$ cat src/sv/bcpe_ram.sv
// Generic single-port-write, single-read RAM with registered read data.
// No dependencies.
`default_nettype none
module bcpe_ram #(
  parameter int unsigned Width = 48,
  parameter int unsigned Depth = 16
) (
  input  wire logic                     clk_i,
  input  wire logic                     we_i,
  input  wire logic [$clog2(Depth)-1:0] waddr_i,
  input  wire logic [Width-1:0]         wdata_i,
  input  wire logic [$clog2(Depth)-1:0] raddr_i,
  output logic      [Width-1:0]         rdata_o
);
  logic [Width-1:0] mem_q [Depth];

  always_ff @(posedge clk_i) begin
    if (we_i) mem_q[waddr_i] <= wdata_i;
    rdata_o <= mem_q[raddr_i];
  end
endmodule
`default_nettype wire

$ cat config.mk
export PLATFORM = sky130hd
export DESIGN_NAME = bcpe_ram
export DESIGN_NICKNAME = d
export VERILOG_FILES = /design/src/sv/bcpe_ram.sv
export SDC_FILE = /design/constraint.sdc
export NUM_CORES = 1
export LEC_CHECK = 0
export ABC_CLOCK_PERIOD_IN_PS = 5450
export CAP_MARGIN = 10
export CORE_MARGIN = 10
export CORE_UTILIZATION = 60
export DETAILED_ROUTE_END_ITERATION = 8
export DONT_BUFFER_PORTS = 1
export PLACE_DENSITY = 0.83
export REMOVE_ABC_BUFFERS = 1
export SYNTH_ARGS = -nofsm -noshare
export SYNTH_HDL_FRONTEND = slang
export SYNTH_SLANG_ARGS = --single-unit
$ cat constraint.sdc
create_clock -name clk_i -period 5.45 [get_ports clk_i]
set_input_delay 0 -clock clk_i [delete_from_list [all_inputs] [get_ports clk_i]]
set_output_delay 0 -clock clk_i [all_outputs]
set_load 0.05 [all_outputs]
==> results.sh <==
export IMPL_status="complete, no violations"
export IMPL_cap_violations=0
export IMPL_grt_ovfl_total=0
export IMPL_worstMarginPinSlew_ns=1.110
export IMPL_cts_tree="built"
export IMPL_drt_drc_violations_left=0
export IMPL_grt_pass1_wl_um=97640
export IMPL_cts_buffer_depth=3
export IMPL_cts_repair_resize_count=0
export IMPL_fin_setup_tns_ns=0
export IMPL_drt_pass1_iterations=5
export IMPL_clk_latency_ns=0.61
export IMPL_fin_skew_ns=0.01595
export IMPL_clk_pin_slew_ns=0.07
export IMPL_yosysUniqueCellTypes=17
export IMPL_io_pins=106
export IMPL_hold_viol=0
export IMPL_antenna_left=0
export IMPL_cts_setup_buffers=0
export IMPL_r2r_start="mem_q[15][35]$_DFFE_PP_"
export IMPL_fin_nets=1435
export IMPL_met3WireLength_um=6070
export IMPL_detail_route_wl_per_cell_um=31.03
export IMPL_yosys_warnings=0
export IMPL_hold_path_depth=2
export IMPL_rsz0062_at_grt="false"
export IMPL_area_delta_synth_final_pct=14.35
export IMPL_required_ns=5.93
export IMPL_ys_seq_area_share_pct=80.90
export IMPL_dp_slack_ns=3.216
export IMPL_gp_congestion=0.7166
export IMPL_slew_headroom_pct=25.84
export IMPL_die_height_um=242.5
export IMPL_finalCriticalPeriod_ns=2.941
export IMPL_arrival_ns=3.42
export IMPL_synth_seq_cells=816
export IMPL_critPathLaunch="mem_q[15][35]$_DFFE_PP_"
export IMPL_met2WireLength_um=33130
export IMPL_grt_max_degree=189
export IMPL_wl_met1_um=24030
export IMPL_leakagePower_uw=0.01073
export IMPL_start_kind="flop"
export IMPL_dieArea_um2=58790
export IMPL_antenna_found_initial=1
export IMPL_core_area_um2=48950
export IMPL_hold_class="input port to flop"
export IMPL_vdd_drop_max_uv=325.9
export IMPL_vias=13870
export IMPL_root_buffer="clkbuf_16"
export IMPL_drt_first_iter_violations=1775
export IMPL_wl_um=65140
export IMPL_dpl_hpwl_um=29140
export IMPL_layout_drive_gt1_share_pct=24.15
export IMPL_start_util_pct=60.66
export IMPL_setup_viol=0
export IMPL_worst_slack_ns=2.509
export IMPL_numPortBuffers=0
export IMPL_min_period_over_period_pct=53.97
export IMPL_worstSetupEndpoint="rdata_o[35]$_DFF_P_"
export IMPL_cts_hold_buf=99
export IMPL_cts_made_buffers=76
export IMPL_synth_area_um2=29690
export IMPL_dp_cells=1864
export IMPL_via_per_inst=6.608
export IMPL_groute_usage_overall_pct=22.31
export IMPL_powerDensity_nw_per_um2=382.0
export IMPL_rows=81
export IMPL_worst_setup_path_type="flop to flop"
export IMPL_worst_r2r_path_depth=6
export IMPL_synth_area_per_cell_um2=23.91
export IMPL_worstReg2RegEnd="rdata_o[35]$_DFF_P_"
export IMPL_htreeDepth=3
export IMPL_max_freq_mhz=340.0
export IMPL_ff2ff_setup_slack_ns=2.51
export IMPL_instances_no_fill=2099
export IMPL_syn_inst=1242
export IMPL_fin_util_pct=69.37
export IMPL_worstPathMaxFanout=1
export IMPL_clock_sinks=816
export IMPL_highest_layer="met4"
export IMPL_die_w_um=242.5
export IMPL_endpoint_kind="flop"
export IMPL_report_final_slew_viol_count=0
export IMPL_grt_pass1_vias=14930
[worst min-delay path by stage]
stage                 from                      end  slack [ns]
2_1_floorplan   wdata_i[0]    mem_q[0][0]$_DFFE_PP_         0.1
3_3_place_gp   wdata_i[32]  mem_q[10][32]$_DFFE_PP_         0.1
6_report        waddr_i[1]   mem_q[8][43]$_DFFE_PP_        0.08
3_5_place_dp    wdata_i[6]   mem_q[10][6]$_DFFE_PP_         0.1
4_1_cts         waddr_i[1]   mem_q[4][45]$_DFFE_PP_        0.06
5_1_grt         waddr_i[1]   mem_q[8][43]$_DFFE_PP_        0.06
[state kept, by name (all words and copies together) (netlist names)]
register  cells
mem_q       768
rdata_o      48
[worst max-delay path, stage by stage (launching register included)]
cell and delay, ns:
edfxtp_1 0.37, mux4_2 0.46, dlygate4sd3_1 0.58, a22oi_1 0.19, dlygate4sd3_1 0.60, nand2_1 0.06
dlygate4sd3_1 0.56
[through the flow]
step | area, um^2 | total power [uW] | hold WS (ns)
detailed placement | 30500 | 7717 | 0.09984
finish | 33960 | 12970 | 0.07691
floorplan | 29380 | 7599 | 0.09887
CTS | 33950 | 13030 | 0.06075
global placement | 30500 | 7696 | 0.09976
global route | 33950 | 13290 | 0.06266
[report_power, final]
group | internal [uW] | leakage [uW] | switching [uW]
logic | 262 | 0.00220 | 325
registers | 7020 | 0.00734 | 207
clock network | 2960 | 0.00119 | 2200
total | 10200 | 0.0107 | 2730
[per-layer routing]
metal / track usage, % / vias to the layer above
met5: 0 / -
met4: 7.176 / 0
met3: 4.630 / 138
met2: 36.39 / 903
met1: 30.00 / 7258
li1: - / 5572
[area by class of cell]
class | instances | area [um^2]
sequential | 816 | 24020
fill | 2704 | 14990
multi-input combinational | 363 | 5492
clock buffer | 103 | 2157
timing repair buffer | 120 | 1194
tap | 664 | 830.8
clock inverter | 31 | 255.2
antenna | 2 | 5.005
[cells in the final DEF, fill, tap and decap left out]
master,netlist,final
nand2_1,49,49
inv_6,0,1
and2_2,0,1
buf_4,18,21
nand2b_1,2,2
dfxtp_1,48,48
clkbuf_16,0,79
clkinvlp_4,0,2
clkinv_1,0,10
nor2_4,0,13
edfxtp_1,768,768
clkinv_4,0,1
buf_12,0,1
or3b_2,1,1
nand3b_1,2,2
buf_16,0,2
clkbuf_1,28,15
clkinv_2,0,13
diode_2,0,2
nand3_1,1,1
nor3_2,0,4
dlygate4sd3_1,0,96
bufinv_16,0,4
clkbuf_8,0,9
a22oi_1,96,96
nor2b_4,0,2
mux4_2,192,192
[synth_stat cells]
cell / count / share of area [%]
nand2b_1: 2 / 0.042
edfxtp_1: 768 / 78
nand3_1: 1 / 0.017
mux4_2: 192 / 15
nand2_1: 49 / 0.62
nor2b_1: 2 / 0.042
nor3_1: 4 / 0.067
buf_1: 9 / 0.11
clkbuf_1: 28 / 0.35
buf_2: 8 / 0.13
dfxtp_1: 48 / 3.2
and2_1: 1 / 0.021
a22oi_1: 96 / 2.4
nand3b_1: 2 / 0.051
nor2_1: 13 / 0.16
buf_4: 18 / 0.46
or3b_2: 1 / 0.030
[cells by family after synthesis]
kind of cell / after synthesis / synth area share, %
AOI/OAI and AO/OA: 96 / 2.427
buffers and inverters: 63 / 1.058
DFF: 816 / 80.90
muxes: 192 / 14.56
and+or+nand+nor: 75 / 1.053
Note: power is estimated with default switching activity, not from simulation.
