`src/sv/bcpe_pkg.sv`:
```
// Package for the Bezier curve point evaluator: item structs, widths and constants.
// Depends on nothing; every file but bcpe_ram imports it.
`default_nettype none
package bcpe_pkg;
  localparam int unsigned CoordW = 16;
  localparam int unsigned ParamW = 17;
  localparam int unsigned IdxW = 4;
  localparam int unsigned DegW = 4;
  localparam logic [ParamW-1:0] ParamOne = 17'd65536;
  localparam logic REQ_LOAD = 1'b0;
  localparam logic REQ_EVAL = 1'b1;

  typedef struct packed {
    logic              req_type;
    logic [IdxW-1:0]   point_index;
    logic signed [CoordW-1:0] coord_x;
    logic signed [CoordW-1:0] coord_y;
    logic signed [CoordW-1:0] coord_z;
    logic [ParamW-1:0] curve_param;
  } req_t;

  typedef struct packed {
    logic signed [CoordW-1:0] point_x;
    logic signed [CoordW-1:0] point_y;
    logic signed [CoordW-1:0] point_z;
  } rsp_t;

  // queued command from front to back
  typedef struct packed {
    logic              is_eval;
    logic [DegW-1:0]   degree;
    logic [ParamW-1:0] t;
  } cmd_t;

  // binomial C(n,i), n up to 15
  function automatic logic [12:0] binom(input logic [3:0] n, input logic [3:0] i);
    logic [12:0] c;
    c = 13'd1;
    for (int k = 0; k < 16; k++) begin
      if (k < int'(i)) c = 13'((32'(c) * 32'(int'(n) - k)) / 32'(k + 1));
    end
    return c;
  endfunction
endpackage
`default_nettype wire

```
`src/sv/bcpe_front.sv`:
```
// Front end: accepts items, writes loads into the point store, queues evaluations.
// Depends on bcpe_pkg.
`default_nettype none
module bcpe_front #(
  parameter int unsigned MaxPoints = 16
) (
  input  wire logic                        clk_i,
  input  wire logic                        rst_ni,
  input  wire logic                        in_valid_i,
  output logic                             in_ready_o,
  input  wire bcpe_pkg::req_t              in_data_i,
  input  wire logic [bcpe_pkg::DegW-1:0]   degree_i,
  output logic                             we_o,
  output logic [$clog2(MaxPoints)-1:0]     waddr_o,
  output logic [3*bcpe_pkg::CoordW-1:0]    wdata_o,
  output logic                             cmd_valid_o,
  input  wire logic                        cmd_ready_i,
  output bcpe_pkg::cmd_t                   cmd_o
);
  import bcpe_pkg::*;
  localparam int unsigned AW = $clog2(MaxPoints);
  localparam logic [DegW-1:0] MaxDeg = DegW'(MaxPoints - 1);

  logic [DegW-1:0] n_eff;
  logic cmd_v_q;
  cmd_t cmd_q;
  logic acc;

  assign n_eff = (degree_i > MaxDeg) ? MaxDeg : degree_i;
  // one-entry queue; a load waits until no evaluation is queued or running
  assign in_ready_o = (in_data_i.req_type == REQ_LOAD) ? (!cmd_v_q && cmd_ready_i)
                                                        : (!cmd_v_q || cmd_ready_i);
  assign acc = in_valid_i && in_ready_o;
  assign we_o = acc && (in_data_i.req_type == REQ_LOAD) && (in_data_i.point_index <= n_eff);
  assign waddr_o = in_data_i.point_index[AW-1:0];
  assign wdata_o = {in_data_i.coord_x, in_data_i.coord_y, in_data_i.coord_z};
  assign cmd_valid_o = cmd_v_q;
  assign cmd_o = cmd_q;

  always_ff @(posedge clk_i or negedge rst_ni) begin
    if (!rst_ni) begin
      cmd_v_q <= 1'b0;
    end else if (acc && in_data_i.req_type == REQ_EVAL) begin
      cmd_v_q <= 1'b1;
    end else if (cmd_ready_i) begin
      cmd_v_q <= 1'b0;
    end
  end

  always_ff @(posedge clk_i) begin
    if (acc && in_data_i.req_type == REQ_EVAL) begin
      cmd_q.is_eval <= 1'b1;
      cmd_q.degree  <= n_eff;
      cmd_q.t       <= (in_data_i.curve_param > ParamOne) ? ParamOne : in_data_i.curve_param;
    end
  end
endmodule
`default_nettype wire

```
`config.mk`:
```
export PLATFORM = sky130hd
export DESIGN_NAME = bcpe_front
export DESIGN_NICKNAME = d
export VERILOG_FILES = /design/src/sv/bcpe_pkg.sv /design/src/sv/bcpe_front.sv
export SDC_FILE = /design/constraint.sdc
export NUM_CORES = 1
export LEC_CHECK = 0
export BUFFER_PORTS_ARGS = -buffer_cell sky130_fd_sc_hd__clkbuf_2
export CELL_PAD_IN_SITES_DETAIL_PLACEMENT = 1
export CELL_PAD_IN_SITES_GLOBAL_PLACEMENT = 2
export CORE_UTILIZATION = 15
export CTS_CLUSTER_DIAMETER = 40
export DETAILED_ROUTE_END_ITERATION = 7
export PLACE_DENSITY = 0.71
export SYNTH_ARGS = -nofsm -noshare
export SYNTH_HDL_FRONTEND = slang
export SYNTH_SLANG_ARGS = --single-unit
```
`constraint.sdc`:
```
create_clock -name clk_i -period 1.95 [get_ports clk_i]
set_input_delay 0.39 -clock clk_i [delete_from_list [all_inputs] [get_ports clk_i]]
set_output_delay 0.39 -clock clk_i [all_outputs]
set_load 0.1 [all_outputs]
```
==> impl_metrics.py <==
metrics = {
    "final_layout": {
        "final_cell_mix": "clkbuf_2 (50), edfxtp_1 (21), nor2b_1 (15)",
        "fin_nets": 214,
        "diodes": 0,
        "final_common_cell": "clkbuf_2",
        "num-fill-cells": 989,
        "drive_gt1_share_pct": 63.4,
        "area_delta_synth_final_pct": 19.9,
    },
    "clocking": {
        "clk_latency_ns": 0.26,
        "cts_tree": "yes",
        "cts.sinks": 22,
        "clockBufferDepth": 2,
        "cts_root_buf": "clkbuf_8",
        "clk_pin_slew_ns": 0.08,
        "cts_htree_levels": 1,
        "numCtsBuffers": 3,
    },
    "detailed_routing": {
        "drcViolationCount": 6,
        "ant_nets": 0,
        "routed_wl_um": 2740,
        "wl_per_cell_um": 11.5,
        "via_per_inst": 3.30,
        "drt_iter0_drc": 37,
        "firstDrtPassIters": 6,
        "vias": 788,
    },
    "die": {
        "num_rows": 34,
        "coreArea_um2": 8890,
        "initial_utilization_pct": 15.7,
        "die-area_um2": 9710,
        "fp.dieW_um": 98.5,
        "die_h_um": 98.5,
        "ioPinCount": 155,
    },
    "synth": {
        "syn_nets": 203,
        "synth_cell_types": 19,
        "yosys_warnings": 0,
        "netlist_instances": 121,
        "seq_area_frac_synth_pct": 46.9,
        "synthesis.area_um2": 1400,
        "ys_seq_elements": 22,
        "avgSynthCellArea_um2": 11.6,
    },
    "critical_path": {
        "endpoint_kind": "output port",
        "cp_max_fo": 2,
        "worstSetupPathType": "input port to output port",
        "crit_arrival_ns": 1.59,
        "start_kind": "input port",
        "cp-startpoint": "degree_i[1]",
        "worstReg2RegStart": "cmd_valid_o",
        "cp.required_ns": 1.56,
    },
    "placement": {
        "place_ws_ns": -0.119,
        "finalWeightedCongestion": 0.674,
        "portBuffers": 57,
        "dp_hpwl_um": 2240,
    },
    "pwr": {
        "total_power_mw": 1.37,
        "max-vdd-ir-drop_v": 0.000222,
        "p_leak_nw": 0.656,
        "p_per_area_nw_per_um2": 816,
    },
    "global_route": {
        "grt_start_max_net_pins": 22,
        "grt_overflow": 0,
        "grt_pass1_wl_um": 4340,
        "grt_usage_pct": 5.76,
        "antenna_found_initial": 0,
        "grt_pass1_vias": 885,
    },
    "timing": {
        "finalCritPeriodShare_pct": 101,
        "rsz0062_at_grt": "yes",
        "fmaxAchievable_ghz": 0.505,
        "worstMarginPinSlew_ns": 0.562,
        "setup_viol_count_final": 1,
        "period_needed_ns": 1.98,
        "fin_hold_ws_ns": 0.305,
        "relSlewSlack_pct": 62.7,
        "finalHoldViolations": 0,
        "clock-skew-final_ns": 0.00239,
        "setup_ws_ns": -0.0289,
        "finalMaxSlewViolations": 0,
    },
    "worst_hold_path": {
        "min_from": "degree_i[3]",
        "hp-class": "input port to register",
    },
    "run_status": {
        "status": "finished with violations",
        "violations": "DRC, setup timing",
    },
    "flow_run": {
        "drv_cap": 0,
    },
}
## metrics by stage
step           utilization, %  instance area, µm²  setup TNS, ns  cells
2_1_floorplan               -                1480         -0.466    121
3_3_place_gp             17.2                1530         -0.109    234
3_5_place_dp             17.2                1530         -0.119    234
4_1_cts                  18.5                1650        -0.0428    239
5_1_grt                  18.8                1680        -0.0814    239
6_report                 18.8                1680        -0.0289    239
## kinds of logic after synthesis
kind of cell,after synthesis,synth area share [%]
buffers and inverters,61,30.6
adders and majority gates,4,3.58
DFF,22,46.9
and+or+nand+nor,27,14.6
other,1,0.268
AOI/OAI and AO/OA,6,4.03
## final cells by class
class                   count  area [µm²]  share of cell area (%)
clock buffers               3        41.3                    2.46
clock inverters             1        30.0                    1.79
inverters                   7        43.8                    2.61
multi-input cells          38         397                    23.7
flip-flops and latches     22         657                    39.2
well taps                 108         135                    8.07
repair buffers             60         372                    22.2
## cells in the mapped netlist
cell type	number	area, µm²
a41oi_4	1	27.5
buf_4	53	398
conb_1	1	3.75
nor2b_1	15	93.8
a2111oi_0	1	8.76
nor2b_2	1	8.76
nor2_1	1	3.75
a21oi_1	2	10.0
inv_1	7	26.3
clkbuf_1	1	3.75
nand2_1	3	11.3
nor4_2	2	25.0
ha_1	4	50.1
nand4_1	1	6.26
nor4_4	2	42.5
edfxtp_1	21	631
nand2b_1	2	12.5
o21ai_0	2	10.0
dfrtp_1	1	25.0
## timing repair
item                                   CTS  global route
gates cloned                             0             0
buffers inserted                         0             0
resized for setup                        6             8
setup endpoints to repair                1             1
pin swaps                                5             4
endpoints found under the hold margin    1             0
hold buffers                             1             0
## layer usage
| layer | track usage (%) | part of all wire [%] |
|---|---|---|
| met1 | 6.42 | 37 |
| met2 | 9.15 | 50 |
| met3 | 1.84 | 11 |
| met4 | 4.48 | 1.9 |
| met5 | 0 | 0 |
## report_power, final
part	internal, mW	leakage (nW)	switching (mW)
combinational	0.0912	0.411	0.302
clock	0.274	0.0357	0.150
sequential	0.544	0.210	0.00651
total	0.910	0.656	0.458
## critical path, stage by stage
cell and delay, ns:
clkbuf_16 0.12, inv_12 0.03, ha_4 0.25, nand4_1 0.14
a2111oi_4 0.43, buf_12 0.22
## state kept, by name, indices dropped and copies added (netlist names)
register and cells:
cmd_o 21, cmd_valid_o 1
## worst paths after layout
path                       cells after the start  slack, ns     endpoint
max                                            6      -0.03         we_o
min reg2reg                                    2       0.58  cmd_valid_o
min in group asynchronous                      2       0.44  cmd_valid_o
max reg2reg                                    4       0.65    cmd_o[10]
min                                            1       0.31    cmd_o[20]
max in group asynchronous                      2       1.42  cmd_valid_o
Power figures use the tool's default switching activity.
